**src/design/lztd_pkg.sv**
```systemverilog
// shared constants, types and state codes of the lz77 token decompressor
`timescale 1ns / 1ps
package lztd_pkg;

    localparam int WINDOW_BYTES = 32768;
    localparam int MAX_MATCH    = 258;
    localparam int OUT_LANES    = 8;
    localparam int QUEUE_DEPTH  = 4;

    localparam int ADDR_W  = $clog2(WINDOW_BYTES);
    localparam int DIST_W  = $clog2(WINDOW_BYTES + 1);
    localparam int LEN_W   = $clog2(MAX_MATCH + 1);
    localparam int IDX_W   = $clog2(2 * WINDOW_BYTES + 1);
    localparam int QPTR_W  = $clog2(QUEUE_DEPTH);
    localparam int QCNT_W  = $clog2(QUEUE_DEPTH + 1);

    localparam logic [2:0] ERR_NONE      = 3'd0;
    localparam logic [2:0] ERR_BAD_DIST  = 3'd1;
    localparam logic [2:0] ERR_BEYOND    = 3'd2;
    localparam logic [2:0] ERR_LEN_LONG  = 3'd3;
    localparam logic [2:0] ERR_LONG_VARINT = 3'd4;
    localparam logic [2:0] ERR_TRUNCATED = 3'd5;

    localparam logic [7:0] TAG_LITERAL = 8'h00;
    localparam logic [7:0] GROUP_MASK  = 8'h7f;
    localparam logic [7:0] CONT_BIT    = 8'h80;

    typedef enum logic [2:0] {
        PH_TAG,
        PH_LITLEN,
        PH_LITDATA,
        PH_MLEN,
        PH_MDIST
    } phase_t;

    typedef enum logic [1:0] {
        CMD_LIT,
        CMD_MATCH,
        CMD_STATUS
    } cmd_kind_t;

    typedef enum logic [1:0] {
        BK_IDLE,
        BK_READ,
        BK_WRITE
    } back_state_t;

    typedef struct packed {
        cmd_kind_t         kind;
        logic [7:0]        lit;
        logic [LEN_W-1:0]  len;
        logic [DIST_W-1:0] distance;
        logic              status;
        logic              last;
        logic [2:0]        err;
    } cmd_t;

endpackage

```
**src/design/lztd_queue.sv**
```systemverilog
// small command queue between token parser and copy engine
`timescale 1ns / 1ps
module lztd_queue
(
    input  logic          clk,
    input  logic          rst_n,
    input  logic          push,
    input  lztd_pkg::cmd_t push_cmd,
    output logic          full,
    input  logic          pop,
    output logic          avail,
    output lztd_pkg::cmd_t head
);

    lztd_pkg::cmd_t                  slots_reg [lztd_pkg::QUEUE_DEPTH];
    logic [lztd_pkg::QPTR_W-1:0]     wr_reg, wr_next;
    logic [lztd_pkg::QPTR_W-1:0]     rd_reg, rd_next;
    logic [lztd_pkg::QCNT_W-1:0]     cnt_reg, cnt_next;
    logic                            do_push, do_pop;

    function automatic logic [lztd_pkg::QCNT_W-1:0] QCNT_W_one(input logic b);
        QCNT_W_one = {{(lztd_pkg::QCNT_W-1){1'b0}}, b};
    endfunction

    assign full    = (cnt_reg == lztd_pkg::QCNT_W'(lztd_pkg::QUEUE_DEPTH));
    assign avail   = (cnt_reg != '0);
    assign head    = slots_reg[rd_reg];
    assign do_push = push && !full;
    assign do_pop  = pop && avail;

    always_comb
    begin
        wr_next  = do_push ? wr_reg + 1'b1 : wr_reg;
        rd_next  = do_pop ? rd_reg + 1'b1 : rd_reg;
        cnt_next = cnt_reg + QCNT_W_one(do_push) - QCNT_W_one(do_pop);
    end

    always_ff @(posedge clk or negedge rst_n)
    begin
        if (!rst_n)
        begin
            wr_reg  <= '0;
            rd_reg  <= '0;
            cnt_reg <= '0;
        end
        else
        begin
            wr_reg  <= wr_next;
            rd_reg  <= rd_next;
            cnt_reg <= cnt_next;
        end
    end

    always_ff @(posedge clk)
    begin
        if (do_push)
        begin
            slots_reg[wr_reg] <= push_cmd;
        end
    end

    a_no_overflow: assert property (@(posedge clk) disable iff (!rst_n)
        push |-> !full) else $error("command queue overflow");
    a_pop_nonempty: assert property (@(posedge clk) disable iff (!rst_n)
        pop |-> avail) else $error("pop from empty command queue");
    a_count_step: assert property (@(posedge clk) disable iff (!rst_n)
        (!push && !pop) |=> $stable(cnt_reg)) else $error("queue count drift");

endmodule

```
**config.mk**
```make
export PLATFORM = sky130hd
export DESIGN_NAME = lztd_queue
export DESIGN_NICKNAME = d
export VERILOG_FILES = /design/src/design/lztd_pkg.sv /design/src/design/lztd_queue.sv
export SDC_FILE = /design/constraint.sdc
export NUM_CORES = 1
export LEC_CHECK = 0
export BUFFER_PORTS_ARGS = -buffer_cell sky130_fd_sc_hd__buf_4
export CORE_ASPECT_RATIO = 2
export CORE_UTILIZATION = 30
export CTS_BUF_LIST = sky130_fd_sc_hd__clkbuf_8
export CTS_CLUSTER_SIZE = 20
export DETAILED_ROUTE_END_ITERATION = 12
export HOLD_SLACK_MARGIN = 0.12
export PLACE_DENSITY = 0.5
export SLEW_MARGIN = 25
export SYNTH_ARGS = -nofsm -noshare
export SYNTH_HDL_FRONTEND = slang
export SYNTH_SLANG_ARGS = --single-unit
```
**constraint.sdc**
```tcl
create_clock -name clk -period 4.2 [get_ports clk]
set_clock_uncertainty 0.15 [all_clocks]
set_input_delay 0.21 -clock clk [delete_from_list [all_inputs] [get_ports clk]]
set_output_delay 0.21 -clock clk [all_outputs]
set_load 0.03 [all_outputs]
```
==> out/metrics.yaml <==
run_status:
  status: "finished clean"
logic_synthesis:
  syn_avg_cell_area_um2: 25.2
  synth_fp_nets: 301
  synth_area_um2: 6290
  synth_cell_type_count: 22
  yosys_register_bits: 167
  yosysSeqAreaShare_pct: 79.2
  netlist_instances: 250
  yosysWarnings: 0
finish:
  nets: 443
  final_common_cell: "edfxtp_1"
  fin_area_um2: 8070
  layout_common_cells: "160 x edfxtp_1, 89 x buf_4, 44 x dlygate4sd3_1, 38 x mux4_2, 17 x clkbuf_8"
  instances_no_fill: 671
  drive_above_1_share_pct: 40.5
  postLayoutCoreUtil_pct: 39.5
  largest_register_ffs: 160
  area_growth_pct: 28.3
  antennaDiodeCount: 0
  fillers: 1843
timing:
  rsz0062_at_grt: "no"
  drv_slew: 0
  max_freq_mhz: 376
  timing.hold.ws_ns: 0.347
  timing.final.ws_setup_ns: 1.54
  hold_viol_final: 0
  finalSetupTns_ns: 0
  finalSetupViolCount: 0
  min_period_ns: 2.66
  slew_headroom_pct: 42.7
  finalCritPeriodShare_pct: 63.3
  tightest_slew_ns: 0.859
drt:
  vias: 2962
  viasPerCell: 4.41
  remaining_drc_errors: 0
  dr.pass1.iters: 4
  drtIter0Drc: 77
  wl_per_cell_um: 17.8
  routed_wirelength_um: 11900
  ant_nets: 0
pwr:
  finalPower_mw: 5.69
  power_frac_clock_pct: 22.0
  sequentialPowerShare_pct: 44.2
  peakVddDrop_uv: 273
  p_leak_nw: 2.78
  p_per_area_nw_per_um2: 705
  switching_share_pct: 33.7
  p_int_mw: 3.77
  switchingPower_mw: 1.92
  p_comb_share_pct: 33.8
floorplan:
  die_area_um2: 21600
  design.core.area_um2: 20500
  fp.dieW_um: 104
  die_h_um: 207
  start_util_pct: 30.7
  ios: 86
  num_rows: 74
clock_network:
  cts_root_buf: "clkbuf_8"
  path_clk_slew_ns: 0.08
  cts_buffer_depth: 2
  cts_made_buffers: 17
  numClockSinks: 167
  postCtsResizedCells: 0
  cts_tree: "yes"
  clock_latency_ns: 0.45
  htreeDepth: 4
placed_design:
  gp_congestion: 0.710
  portBuffers: 85
  dpl.hpwl_um: 7340
  place_ws_ns: 1.67
  dpl_cell_area_um2: 7190
  dpl.cell_count: 595
grt:
  grt_first_pass_wirelength_um: 18300
  grt_pass1_vias: 3305
  gr-usage-all-layers_pct: 11.9
  antenna_found_initial: 0
  gr-total-overflow: 0
  grt_start_max_net_pins: 43
setup_path:
  end_kind: "output pin"
  critPathMaxFanout: 42
  worst-endpoint-arrival_ns: 2.30
  start_kind: "register"
  crit_required_ns: 3.84
  setup.worst_path.class: "reg -> out"
flow_run:
  maxCapViolations: 0
worst_hold_path:
  worstHoldPathType: "in -> reg"
-- power groups by stage --
| stage | sequential [mW] | clock, mW | combinational [mW] |
|---|---|---|---|
| after floorplan | 2.31 | 0 | 1.53 |
| after CTS | 2.54 | 1.29 | 1.98 |
| after global routing | 2.58 | 1.35 | 2.04 |
| after global placement | 2.55 | 0 | 1.93 |
| after detailed placement | 2.58 | 0 | 1.94 |
| final | 2.52 | 1.25 | 1.92 |
-- Yosys cell counts --
cell | number | area [um2]
edfxtp_1 | 160 | 4800
buf_6 | 1 | 11.3
nor3b_2 | 1 | 12.5
nand4bb_1 | 2 | 22.5
xnor2_1 | 3 | 26.3
or3_1 | 1 | 6.26
clkbuf_1 | 1 | 3.75
nand2_1 | 1 | 3.75
nand2b_1 | 4 | 25.0
o211ai_1 | 2 | 15.0
inv_1 | 5 | 18.8
dfrtp_1 | 7 | 175
o311ai_0 | 1 | 8.76
fa_1 | 1 | 20.0
ha_1 | 6 | 75.1
mux4_2 | 38 | 856
buf_2 | 4 | 20.0
and3b_1 | 4 | 35.0
buf_12 | 4 | 80.1
o31a_1 | 1 | 8.76
xor2_1 | 1 | 8.76
mux4_1 | 2 | 52.6
-- cells by family after synthesis --
kind of cell / Yosys count / share of synthesized area (%)
compound gates: 4 / 0.517
xor+xnor: 4 / 0.557
mux: 40 / 14.4
simple gates: 13 / 1.67
fa+ha+maj: 7 / 1.51
flops: 167 / 79.2
buf+inv: 15 / 2.13
-- area by class of cell --
type	count	area, um2	area share (%)
Multi-Input combinational cell	68	1180	14.6
Tap cell	266	333	4.12
Inverter	5	18.8	0.232
Sequential cell	167	4990	61.8
Clock inverter	15	210	2.60
Timing Repair Buffer	133	1110	13.7
Clock buffer	17	234	2.90
-- routing by layer --
metal,vias up,GRT usage (%),wire [um]
met3,21,3.33,388
met1,1545,11.8,4340
met4,0,6.43,374
li1,1336,-,-
met5,-,0,0
met2,60,22.3,6810
-- final timing paths --
check / cells after the start / slack (ns) / startpoint / to
setup / recovery: 2 / 1.54 / rd_reg[0] / head[0]
hold / removal: 2 / 0.35 / push_cmd[1] / slots_reg[2][1]
max in group asynchronous: 3 / 3.05 / rst_n / rd_reg[1]
min in group asynchronous: 3 / 0.57 / rst_n / wr_reg[0]
hold reg to reg: 2 / 0.49 / wr_reg[1] / wr_reg[1]
setup reg to reg: 9 / 1.68 / cnt_reg[1] / cnt_reg[2]
-- what timing repair did --
item / CTS / global route
endpoints found under the hold margin: 171 / 0
setup buffers: 0 / 0
hold buffers: 44 / 0
-- worst max-delay path, stage by stage, from the launching register on --
cell and delay [ns]:
dfrtp_4 1.01, mux4_1 0.64, buf_4 0.18
Note: power is estimated with default switching activity, not from simulation.
