`src/design/lztd_pkg.sv`:
```
// shared constants, types and state codes of the lz77 token decompressor
`timescale 1ns / 1ps
package lztd_pkg;

    localparam int WINDOW_BYTES = 32768;
    localparam int MAX_MATCH    = 258;
    localparam int OUT_LANES    = 8;
    localparam int QUEUE_DEPTH  = 4;

    localparam int ADDR_W  = $clog2(WINDOW_BYTES);
    localparam int DIST_W  = $clog2(WINDOW_BYTES + 1);
    localparam int LEN_W   = $clog2(MAX_MATCH + 1);
    localparam int IDX_W   = $clog2(2 * WINDOW_BYTES + 1);
    localparam int QPTR_W  = $clog2(QUEUE_DEPTH);
    localparam int QCNT_W  = $clog2(QUEUE_DEPTH + 1);

    localparam logic [2:0] ERR_NONE      = 3'd0;
    localparam logic [2:0] ERR_BAD_DIST  = 3'd1;
    localparam logic [2:0] ERR_BEYOND    = 3'd2;
    localparam logic [2:0] ERR_LEN_LONG  = 3'd3;
    localparam logic [2:0] ERR_LONG_VARINT = 3'd4;
    localparam logic [2:0] ERR_TRUNCATED = 3'd5;

    localparam logic [7:0] TAG_LITERAL = 8'h00;
    localparam logic [7:0] GROUP_MASK  = 8'h7f;
    localparam logic [7:0] CONT_BIT    = 8'h80;

    typedef enum logic [2:0] {
        PH_TAG,
        PH_LITLEN,
        PH_LITDATA,
        PH_MLEN,
        PH_MDIST
    } phase_t;

    typedef enum logic [1:0] {
        CMD_LIT,
        CMD_MATCH,
        CMD_STATUS
    } cmd_kind_t;

    typedef enum logic [1:0] {
        BK_IDLE,
        BK_READ,
        BK_WRITE
    } back_state_t;

    typedef struct packed {
        cmd_kind_t         kind;
        logic [7:0]        lit;
        logic [LEN_W-1:0]  len;
        logic [DIST_W-1:0] distance;
        logic              status;
        logic              last;
        logic [2:0]        err;
    } cmd_t;

endpackage

```
`src/design/lztd_if.sv`:
```
// handshake interfaces for compressed input words and decoded output words
`timescale 1ns / 1ps
interface lztd_in_if;
    logic       valid;
    logic       ready;
    logic [7:0] in_byte;
    logic       chunk_end;
    modport source (output valid, output in_byte, output chunk_end, input ready);
    modport sink (input valid, input in_byte, input chunk_end, output ready);
endinterface


```
`src/design/lztd_front.sv`:
```
// token parser: tags, varints and checks, at most one command per input word
`timescale 1ns / 1ps
module lztd_front
(
    input  logic           clk,
    input  logic           rst_n,
    lztd_in_if.sink        stream,
    input  logic           q_full,
    output logic           push,
    output lztd_pkg::cmd_t push_cmd
);

    localparam int PROD_W = lztd_pkg::DIST_W;

    lztd_pkg::phase_t      phase_reg, phase_next;
    logic [31:0]           accum_reg, accum_next;
    logic [2:0]            groups_reg, groups_next;
    logic [31:0]           litrem_reg, litrem_next;
    logic [lztd_pkg::LEN_W-1:0] mlen_reg, mlen_next;
    logic [PROD_W-1:0]     prod_reg, prod_next;
    logic [2:0]            err_reg, err_next;

    logic                  accept;
    logic [7:0]            b;
    logic [31:0]           fed;
    logic [2:0]            groups_inc;
    logic                  v_done, v_long;
    logic [2:0]            newerr;
    logic [PROD_W:0]       prod_sum;

    assign stream.ready = !q_full;
    assign accept       = stream.valid && !q_full;
    assign b            = stream.in_byte;
    assign groups_inc   = groups_reg + 3'd1;
    assign fed          = accum_reg
                          | ({25'd0, b[6:0] & lztd_pkg::GROUP_MASK[6:0]}
                             << (5'(groups_reg) * 5'd7));
    assign v_long       = ((b & lztd_pkg::CONT_BIT) != 8'd0) && (groups_inc >= 3'd5);
    assign v_done       = ((b & lztd_pkg::CONT_BIT) == 8'd0);

    always_comb
    begin
        phase_next  = phase_reg;
        accum_next  = accum_reg;
        groups_next = groups_reg;
        litrem_next = litrem_reg;
        mlen_next   = mlen_reg;
        prod_next   = prod_reg;
        err_next    = err_reg;
        newerr      = lztd_pkg::ERR_NONE;
        prod_sum    = '0;
        push        = 1'b0;
        push_cmd.kind     = lztd_pkg::CMD_STATUS;
        push_cmd.lit      = b;
        push_cmd.len      = mlen_reg;
        push_cmd.distance = fed[lztd_pkg::DIST_W-1:0];
        push_cmd.status   = 1'b0;
        push_cmd.last     = stream.chunk_end;
        push_cmd.err      = err_reg;
        if (accept)
        begin
            if (err_reg == lztd_pkg::ERR_NONE)
            begin
                case (phase_reg)
                    lztd_pkg::PH_TAG:
                    begin
                        phase_next  = (b == lztd_pkg::TAG_LITERAL) ?
                                      lztd_pkg::PH_LITLEN : lztd_pkg::PH_MLEN;
                        accum_next  = '0;
                        groups_next = '0;
                    end
                    lztd_pkg::PH_LITDATA:
                    begin
                        push          = 1'b1;
                        push_cmd.kind = lztd_pkg::CMD_LIT;
                        if (prod_reg < PROD_W'(lztd_pkg::WINDOW_BYTES))
                        begin
                            prod_next = prod_reg + 1'b1;
                        end
                        litrem_next = litrem_reg - 32'd1;
                        if (litrem_reg == 32'd1)
                        begin
                            phase_next = lztd_pkg::PH_TAG;
                        end
                    end
                    default:
                    begin
                        accum_next  = fed;
                        groups_next = groups_inc;
                        if (v_long)
                        begin
                            newerr = lztd_pkg::ERR_LONG_VARINT;
                        end
                        else if (v_done)
                        begin
                            accum_next  = '0;
                            groups_next = '0;
                            if (phase_reg == lztd_pkg::PH_LITLEN)
                            begin
                                litrem_next = fed;
                                phase_next  = (fed == 32'd0) ?
                                              lztd_pkg::PH_TAG : lztd_pkg::PH_LITDATA;
                            end
                            else if (phase_reg == lztd_pkg::PH_MLEN)
                            begin
                                if (fed > 32'(lztd_pkg::MAX_MATCH))
                                begin
                                    newerr = lztd_pkg::ERR_LEN_LONG;
                                end
                                else
                                begin
                                    mlen_next  = fed[lztd_pkg::LEN_W-1:0];
                                    phase_next = lztd_pkg::PH_MDIST;
                                end
                            end
                            else
                            begin
                                if (fed > 32'(lztd_pkg::WINDOW_BYTES))
                                begin
                                    newerr = lztd_pkg::ERR_BEYOND;
                                end
                                else if (fed == 32'd0 || fed > 32'(prod_reg))
                                begin
                                    newerr = lztd_pkg::ERR_BAD_DIST;
                                end
                                else
                                begin
                                    if (mlen_reg != '0)
                                    begin
                                        push          = 1'b1;
                                        push_cmd.kind = lztd_pkg::CMD_MATCH;
                                    end
                                    prod_sum = {1'b0, prod_reg}
                                               + (PROD_W + 1)'(mlen_reg);
                                    prod_next = (prod_sum >
                                                 (PROD_W + 1)'(lztd_pkg::WINDOW_BYTES)) ?
                                                PROD_W'(lztd_pkg::WINDOW_BYTES) :
                                                prod_sum[PROD_W-1:0];
                                end
                                mlen_next = '0;
                                if (newerr == lztd_pkg::ERR_NONE)
                                begin
                                    phase_next = lztd_pkg::PH_TAG;
                                end
                            end
                        end
                    end
                endcase
                if (newerr == lztd_pkg::ERR_NONE && stream.chunk_end
                    && phase_next != lztd_pkg::PH_TAG)
                begin
                    newerr = lztd_pkg::ERR_TRUNCATED;
                end
                if (newerr != lztd_pkg::ERR_NONE)
                begin
                    err_next = newerr;
                end
            end
            push_cmd.err    = err_next;
            push_cmd.status = (newerr != lztd_pkg::ERR_NONE) || stream.chunk_end;
            if (push_cmd.status)
            begin
                push = 1'b1;
            end
            if (stream.chunk_end)
            begin
                phase_next  = lztd_pkg::PH_TAG;
                accum_next  = '0;
                groups_next = '0;
                litrem_next = '0;
                mlen_next   = '0;
                prod_next   = '0;
                err_next    = lztd_pkg::ERR_NONE;
            end
        end
    end

    always_ff @(posedge clk or negedge rst_n)
    begin
        if (!rst_n)
        begin
            phase_reg  <= lztd_pkg::PH_TAG;
            accum_reg  <= '0;
            groups_reg <= '0;
            litrem_reg <= '0;
            mlen_reg   <= '0;
            prod_reg   <= '0;
            err_reg    <= lztd_pkg::ERR_NONE;
        end
        else
        begin
            phase_reg  <= phase_next;
            accum_reg  <= accum_next;
            groups_reg <= groups_next;
            litrem_reg <= litrem_next;
            mlen_reg   <= mlen_next;
            prod_reg   <= prod_next;
            err_reg    <= err_next;
        end
    end

    a_prod_cap: assert property (@(posedge clk) disable iff (!rst_n)
        prod_reg <= PROD_W'(lztd_pkg::WINDOW_BYTES)) else $error("produced count past window");
    a_err_push: assert property (@(posedge clk) disable iff (!rst_n)
        (accept && err_reg == lztd_pkg::ERR_NONE && err_next != lztd_pkg::ERR_NONE) |-> push)
        else $error("new error not reported");
    a_groups: assert property (@(posedge clk) disable iff (!rst_n)
        (err_reg == lztd_pkg::ERR_NONE) |-> (groups_reg <= 3'd4))
        else $error("varint group count out of range");

endmodule

```
`src/flat_wrapper.sv`:
```
// flat-port wrapper written by rule: the top's interface ports become plain ports
module lztd_front_flat 
  (clk, rst_n, q_full, push, push_cmd, stream_valid, stream_in_byte, stream_chunk_end, stream_ready);
  lztd_in_if stream_i ();
  input  logic clk;
  input  logic rst_n;
  input  logic q_full;
  output logic push;
  output lztd_pkg::cmd_t push_cmd;
  input wire logic [$bits(stream_i.valid)-1:0] stream_valid;
  input wire logic [$bits(stream_i.in_byte)-1:0] stream_in_byte;
  input wire logic [$bits(stream_i.chunk_end)-1:0] stream_chunk_end;
  output wire logic [$bits(stream_i.ready)-1:0] stream_ready;
  assign stream_i.valid = stream_valid;
  assign stream_i.in_byte = stream_in_byte;
  assign stream_i.chunk_end = stream_chunk_end;
  assign stream_ready = stream_i.ready;
  lztd_front u_core (.clk(clk), .rst_n(rst_n), .stream(stream_i), .q_full(q_full), .push(push), .push_cmd(push_cmd));
endmodule
```
`config.mk`:
```
export PLATFORM = sky130hd
export DESIGN_NAME = lztd_front_flat
export DESIGN_NICKNAME = d
export VERILOG_FILES = /design/src/design/lztd_pkg.sv /design/src/design/lztd_if.sv /design/src/design/lztd_front.sv /design/src/flat_wrapper.sv
export SDC_FILE = /design/constraint.sdc
export NUM_CORES = 1
export LEC_CHECK = 0
export BUFFER_PORTS_ARGS = -buffer_cell sky130_fd_sc_hd__buf_2
export CORE_MARGIN = 5
export CORE_UTILIZATION = 40
export DETAILED_ROUTE_END_ITERATION = 6
export PLACE_DENSITY = 0.69
export SYNTH_ARGS = -nofsm -noshare
export SYNTH_HDL_FRONTEND = slang
export SYNTH_SLANG_ARGS = --single-unit
```
`constraint.sdc`:
```
create_clock -name clk -period 5 [get_ports clk]
set_input_delay 0 -clock clk [delete_from_list [all_inputs] [get_ports clk]]
set_output_delay 0 -clock clk [all_outputs]
set_load 0.02 [all_outputs]
```
==> results of run 1 <==
logic make-up after synthesis:
kind of cell	count (synthesis)	synth area share, %
adder cells (fa/ha/maj)	35	6.02
AO/OA/AOI/OAI	337	29.5
multiplexers	22	3.86
AND/OR/NAND/NOR	334	21.6
flip-flops	98	32.1
buffers and inverters	104	5.94
XOR/XNOR	9	1.03
Yosys cell counts, types with 5 or more instances:
library cell,count
xor2_1,5
or4_1,7
nor2b_1,11
and2_1,15
a21oi_1,84
a22oi_1,5
mux2_4,9
o21a_1,9
nor3_1,37
o31a_1,5
buf_4,10
a221oi_1,5
a21o_1,5
o21bai_1,5
a211o_1,8
a31oi_1,19
and3_1,6
o21ai_0,90
dfrtp_1,98
ha_1,32
nand3_1,26
a32o_1,8
nor2_1,100
nor4_1,12
a22o_1,14
a21boi_0,5
o31ai_1,5
o22ai_1,11
or3_1,7
clkbuf_1,36
mux2i_1,7
inv_1,44
nand4_1,7
nand2_1,74
nand2b_1,9
power by group:
| group | internal (W) | total [W] | switching (W) |
|---|---|---|---|
| registers | 0.000880 | 0.000997 | 0.000118 |
| clock network | 0.000436 | 0.000756 | 0.000320 |
| logic | 0.000602 | 0.00164 | 0.00104 |
| total | 0.00192 | 0.00339 | 0.00147 |
metrics by stage:
stage,util (%),area [um2],TNS [ns]
after global routing,48.7,9140,-0.252
after global placement,45.1,8470,-0.0352
after floorplan,-,7650,0
final,48.7,9140,0
after detailed placement,45.1,8470,-1.21
after CTS,47.4,8900,0
worst max-delay path, cell delays in order (launching register included):
cell,delay (ns)
dfrtp_1,0.41
fa_1,0.59
ha_4,0.14
fa_2,0.48
buf_12,0.17
nor2_2,0.17
buf_6,0.18
a21o_1,0.18
ha_1,0.25
nor2b_1,0.13
o21a_1,0.16
o21a_1,0.17
o21ai_1,0.14
nand3_1,0.11
o21a_2,0.27
a211o_1,0.30
a211o_1,0.28
o211ai_1,0.22
o21ai_1,0.10
buf_4,0.16
layout by cell type, fill, tap and decap left out, drive strengths merged, types with 8 or more instances in the layout:
cell / instances
and2: 16
a32o: 8
a31oi: 19
nand2: 74
nand2b: 9
or3: 8
nor3: 37
o21a: 9
mux2: 13
nor2: 101
nor4: 14
a21oi: 85
a211o: 8
buf: 135
clkbuf: 10
o21ai: 93
nand3: 27
o22ai: 11
dfrtp: 98
a22o: 14
inv: 46
ha: 32
nor2b: 11
layer usage:
layer	GRT usage, %	vias to the layer above	routed length [um]
met5	0	-	7
met4	9.15	2	970
met3	5.48	69	2000
met2	38.8	377	12500
met1	31.0	3912	11000
li1	-	3683	-
cell type report:
type	instances	area, um2	area share (%)
multi-input combinational	738	4990	54.6
sequential	98	2450	26.8
timing repair buffer	136	916	10.0
tap	234	293	3.20
clock buffer	10	229	2.50
inverter	48	181	1.98
clock inverter	5	78.8	0.862
final timing paths:
kind | end | depth (start not counted) | slack (ns) | from
min | u_core.err_reg[0] | 4 | 0.02 | stream_valid
max in group asynchronous | u_core.accum_reg[18] | 3 | 3.65 | rst_n
min reg2reg | u_core.litrem_reg[7] | 2 | 0.51 | u_core.litrem_reg[7]
max reg2reg | u_core.prod_reg[11] | 20 | 0.14 | u_core.groups_reg[2]
max | push_cmd[2] | 19 | 0.05 | u_core.groups_reg[2]
min in group asynchronous | u_core.mlen_reg[7] | 2 | 0.23 | rst_n
what timing repair did:
item / 4_1_cts / 5_1_grt
cloned: 1 / 0
setup endpoints to repair: 20 / 20
pin swaps: 9 / 25
hold buffers: 1 / 0
buffers inserted: 2 / 10
hold endpoints to repair: 49 / 0
resized for setup: 20 / 34
==> impl_results.md, run 1 <==
* Status: finished, final reports clean
* DRT iter0 DRCs at ~850
* Fraction of layout cells with a size suffix above 1 at 21.4%
* Post-Syn Instances at about 940
* Reg clk slew, reported paths at around 0.07 ns
* Worst Hold Class: in -> reg
* Die ar. at around 0.022 mm2
* Syn nets at 987
* Ys flop type: dfrtp_1
* First-pass detailed-route iteration total at 6
* CTS sink count at slightly below 100
* Clk_skew at roughly 0.0080 ns
* Worst hold margin at between 0.02 and 0.025 ns
* Antenna violations before repair at 1
* Initial Util at around 41%
* Max clock buf depth at 2
* Unique cell type count in the Yosys netlist at 93
* Peak VDD IR at 0.273 mV
* CP required at 5.00 ns
* Ys async rst share at 100%
* Pin count of the biggest net entering global routing at 51
* Nature of the critical path endpoint: primary output
* Final setup margin at slightly below 0.05 ns
* Final Slew Violations at 0
* Die Ht at approximately 150 um
* # IOs at 55
* Diode count at 0
* Tmin final at approximately 5.0 ns
* Vias in the first global route at between 7000 and 8000
* First-pass GRT wire length at approximately 42000 um
* Slew HR at around 34%
* Critical path arrival at a little under 5 ns
* Worst Path Class, Setup: reg -> out
* Gpl congestion at 0.949
* Total power at roughly 0.0034 W
* Die W at roughly 150 um
* Startpoint types: flop
* Drt total wl at 26500 um
* Maxcap violations at 0
* Synth area leaders: dfrtp_1 (32%), o21ai_0 (5.9%), a21oi_1 (5.5%)
* GRT Overall Usage at between 20% and 30%
* DP HPWL at roughly 19000 um
* Worst Tran Pin Value at about 0.99 ns
* Core area at about 0.019 mm2
* Pre-CTS setup slack at -0.164 ns
* Fmax achieved at a little over 200 MHz
* Synth warn at 0
* Overflow left after global routing at 0
* Nets@finish at around 1100
* Final setup fails at 0
* Input/output buffers at 54
* Detailed-route via count at slightly above 8000
* Crit-path max FO at 8
* Row count at 50
* Post-synth top area share at about a third
* Cell area after synthesis at around 0.0076 mm2
* Unrepaired setup endpoints after global routing: true
* LEAKAGE at ~4.1 nW
* Clk root buf: clkbuf_16
* DRC Markers at 0
* CTS H-tree depth at 3
* Fill count at between 1500 and 2000
* Largest area contributor in the netlist: dfrtp_1
* Placed insts at 1240
* DR WL/cell at 20.9 um
* Finished Layout Cells at ~1300
* Fin. Hold Viols at 0
* Post-DRT Antenna Nets at 0
* Mean Syn Cell Area at 8.15 um2
* TritonCTS Buffers at 9
* Power density cells at 371 mW/mm2
* Vias/cell at roughly 6.3
* Clock insertion delay at the later pin of the skew report at 0.36 ns
* Area added between synthesis and finish at 19.5%
* Seq/Total Area, Yosys at between 30 and 40%
* Final Cycle Share at between 90% and 100%
* EDFF count, synth at 0
* CTS tree: yes
* Synthesis-stage register bit count at just under 100
No activity file was read; power rests on OpenSTA's default activity.
==> run 2, diff against run 1 <==
--- a/config.mk
+++ b/config.mk
@@ -6,6 +6,7 @@
 export NUM_CORES = 1
 export LEC_CHECK = 0
 export BUFFER_PORTS_ARGS = -buffer_cell sky130_fd_sc_hd__buf_2
+export CORE_ASPECT_RATIO = 2
 export CORE_MARGIN = 5
 export CORE_UTILIZATION = 40
 export DETAILED_ROUTE_END_ITERATION = 6
==> run 2 against run 1 <==
  * Combinational power is essentially flat
  * Final cell count grew 2.8%
  * Clock-buffer cell count is the same
  * Critical path depth grew 1
  * Sequential power is essentially flat
  * Register-to-register slack lost 0.02 ns
  * Highest routed layer is now met4
==> impl_results.md, run 2 (synthesis gave the netlist of run 1 again) <==
* Status: finished, final reports clean
* First-pass detailed-route iteration total at 5
* Fmax achieved at roughly 200 MHz
* Final setup fails at 0
* Die W at roughly 110 um
* Worst Hold Class: in -> reg
* Critical path arrival at 4.97 ns
* Fin. Hold Viols at 0
* Vias in the first global route at slightly above 8000
* Crit-path max FO at 6
* CP required at 5.00 ns
* Clk root buf: clkbuf_16
* Diode count at 0
* Nature of the critical path endpoint: primary output
* # IOs at between 50 and 60
* Power density cells at 366 mW/mm2
* Clk_skew at 0.00908 ns
* Gpl congestion at 0.987
* Initial Util at about two fifths
* Worst Path Class, Setup: reg -> out
* Vias/cell at between 6 and 7
* Unrepaired setup endpoints after global routing: true
* Final Slew Violations at 0
* Overflow left after global routing at 0
* Post-DRT Antenna Nets at 0
* Worst Tran Pin Value at 0.970 ns
* Peak VDD IR at 0.309 mV
* DRC Markers at 0
* Area added between synthesis and finish at 22.5%
* Tmin final at between 4 and 5 ns
* Final Cycle Share at just under 100%
* Fill count at 1854
* Max clock buf depth at 2
* Worst hold margin at 0.0350 ns
* Most frequent cells in the layout: nor2_1 (99), dfrtp_1 (98), buf_4 (92)
* Die Ht at ~200 um
* DR WL/cell at around 22 um
* CTS H-tree depth at 3
* CTS tree: yes
* TritonCTS Buffers at 9
* Maxcap violations at 0
* Die ar. at 0.0222 mm2
* Reg clk slew, reported paths at 0.07 ns
* Pin count of the biggest net entering global routing at 54
* Fraction of layout cells with a size suffix above 1 at roughly a quarter
* GRT Overall Usage at approximately a quarter
* DRT iter0 DRCs at 557
* FF-to-FF setup slack at approximately 0.12 ns
* Antenna violations before repair at 0
* Nets@finish at 1092
* Startpoint types: flop
* Input/output buffers at 54
* Most common cell after layout, fill and taps aside: nor2_1
* CTS sink count at 98
* Clock insertion delay at the later pin of the skew report at 0.36 ns
* DP HPWL at between 20000 and 25000 um
* Core area at ~0.019 mm2
* Drt total wl at between 20000 and 30000 um
* Dpl cell area at between 0.008 and 0.009 mm2
* Slew HR at about a third
* First-pass GRT wire length at roughly 45000 um
* LEAKAGE at between 4 and 5 nW
* Detailed-route via count at 8199
* Post-route cell area at 0.00937 mm2
* Row count at 71
## run 2: metrics by stage
stage | TNS, ns | setup slack, ns | power (W) | util (%) | cells
2_1_floorplan | 0 | 0.0606 | 0.00200 | - | 939
3_5_place_dp | -2.64 | -0.217 | 0.00253 | 45.6 | 1274
3_3_place_gp | -1.27 | -0.137 | 0.00251 | 45.6 | 1274
4_1_cts | 0 | 0.00135 | 0.00336 | 49.0 | 1298
6_report | 0 | 0.0251 | 0.00343 | 49.8 | 1304
5_1_grt | -0.402 | -0.101 | 0.00361 | 49.8 | 1304
## run 2: repair_timing
action                                  in CTS  in global routing
buffers inserted                            10                  7
resized for setup                           56                 19
endpoints found under the setup margin      20                 20
pin swaps                                   29                 16
endpoints found under the hold margin       45                  0
hold buffers                                 1                  0
## run 2: area by class of cell
class,count,area [um2],area share (%)
Sequential cell,98,2450,26.2
Multi-Input combinational cell,737,5070,54.1
Inverter,48,185,1.98
Tap cell,255,319,3.40
Clock buffer,10,239,2.55
Clock inverter,6,73.8,0.788
Timing Repair Buffer,150,1030,11.0
## run 2: power by group
part / switching [W] / leakage (nW) / internal [W] / total [W]
logic: 0.00106 / 2.68 / 0.000614 / 0.00167
registers: 0.000124 / 1.35 / 0.000879 / 0.00100
clock network: 0.000341 / 0.147 / 0.000409 / 0.000750
total: 0.00152 / 4.18 / 0.00190 / 0.00343
## run 2: path summary, 6_finish.rpt
kind / start / cells after the start / endpoint
worst max-delay path: u_core.groups_reg[2] / 20 / push_cmd[0]
worst min-delay path: stream_valid / 4 / u_core.err_reg[0]
worst max register to register: u_core.groups_reg[2] / 20 / u_core.prod_reg[10]
worst min register to register: u_core.accum_reg[28] / 1 / u_core.accum_reg[28]
max in group asynchronous: rst_n / 3 / u_core.litrem_reg[18]
min in group asynchronous: rst_n / 2 / u_core.err_reg[1]
## run 2: critical path, cell delays in order (launching register included)
cell and delay (ns):
dfrtp_1 0.40, fa_1 0.49, ha_2 0.20, fa_2 0.59, buf_6 0.11, buf_8 0.12
buf_6 0.12, nand2_1 0.06, o221ai_2 0.26, nand2_1 0.18, nand2b_4 0.13, ha_4 0.22
nor2b_1 0.14, o21ai_1 0.16, a21oi_2 0.10, o21a_2 0.27, a211o_1 0.28, a211o_1 0.29
o211ai_1 0.23, o21bai_1 0.13, buf_4 0.17
## run 2: routing by layer
layer  global-route usage (%)  vias to the layer above  wire length [um]
met5                        0                        -                 0
met4                     23.2                        0              3080
met3                     2.73                      148              1260
li1                         -                     3709                 -
met1                     26.1                     3972              9670
met2                     47.0                      370             14900
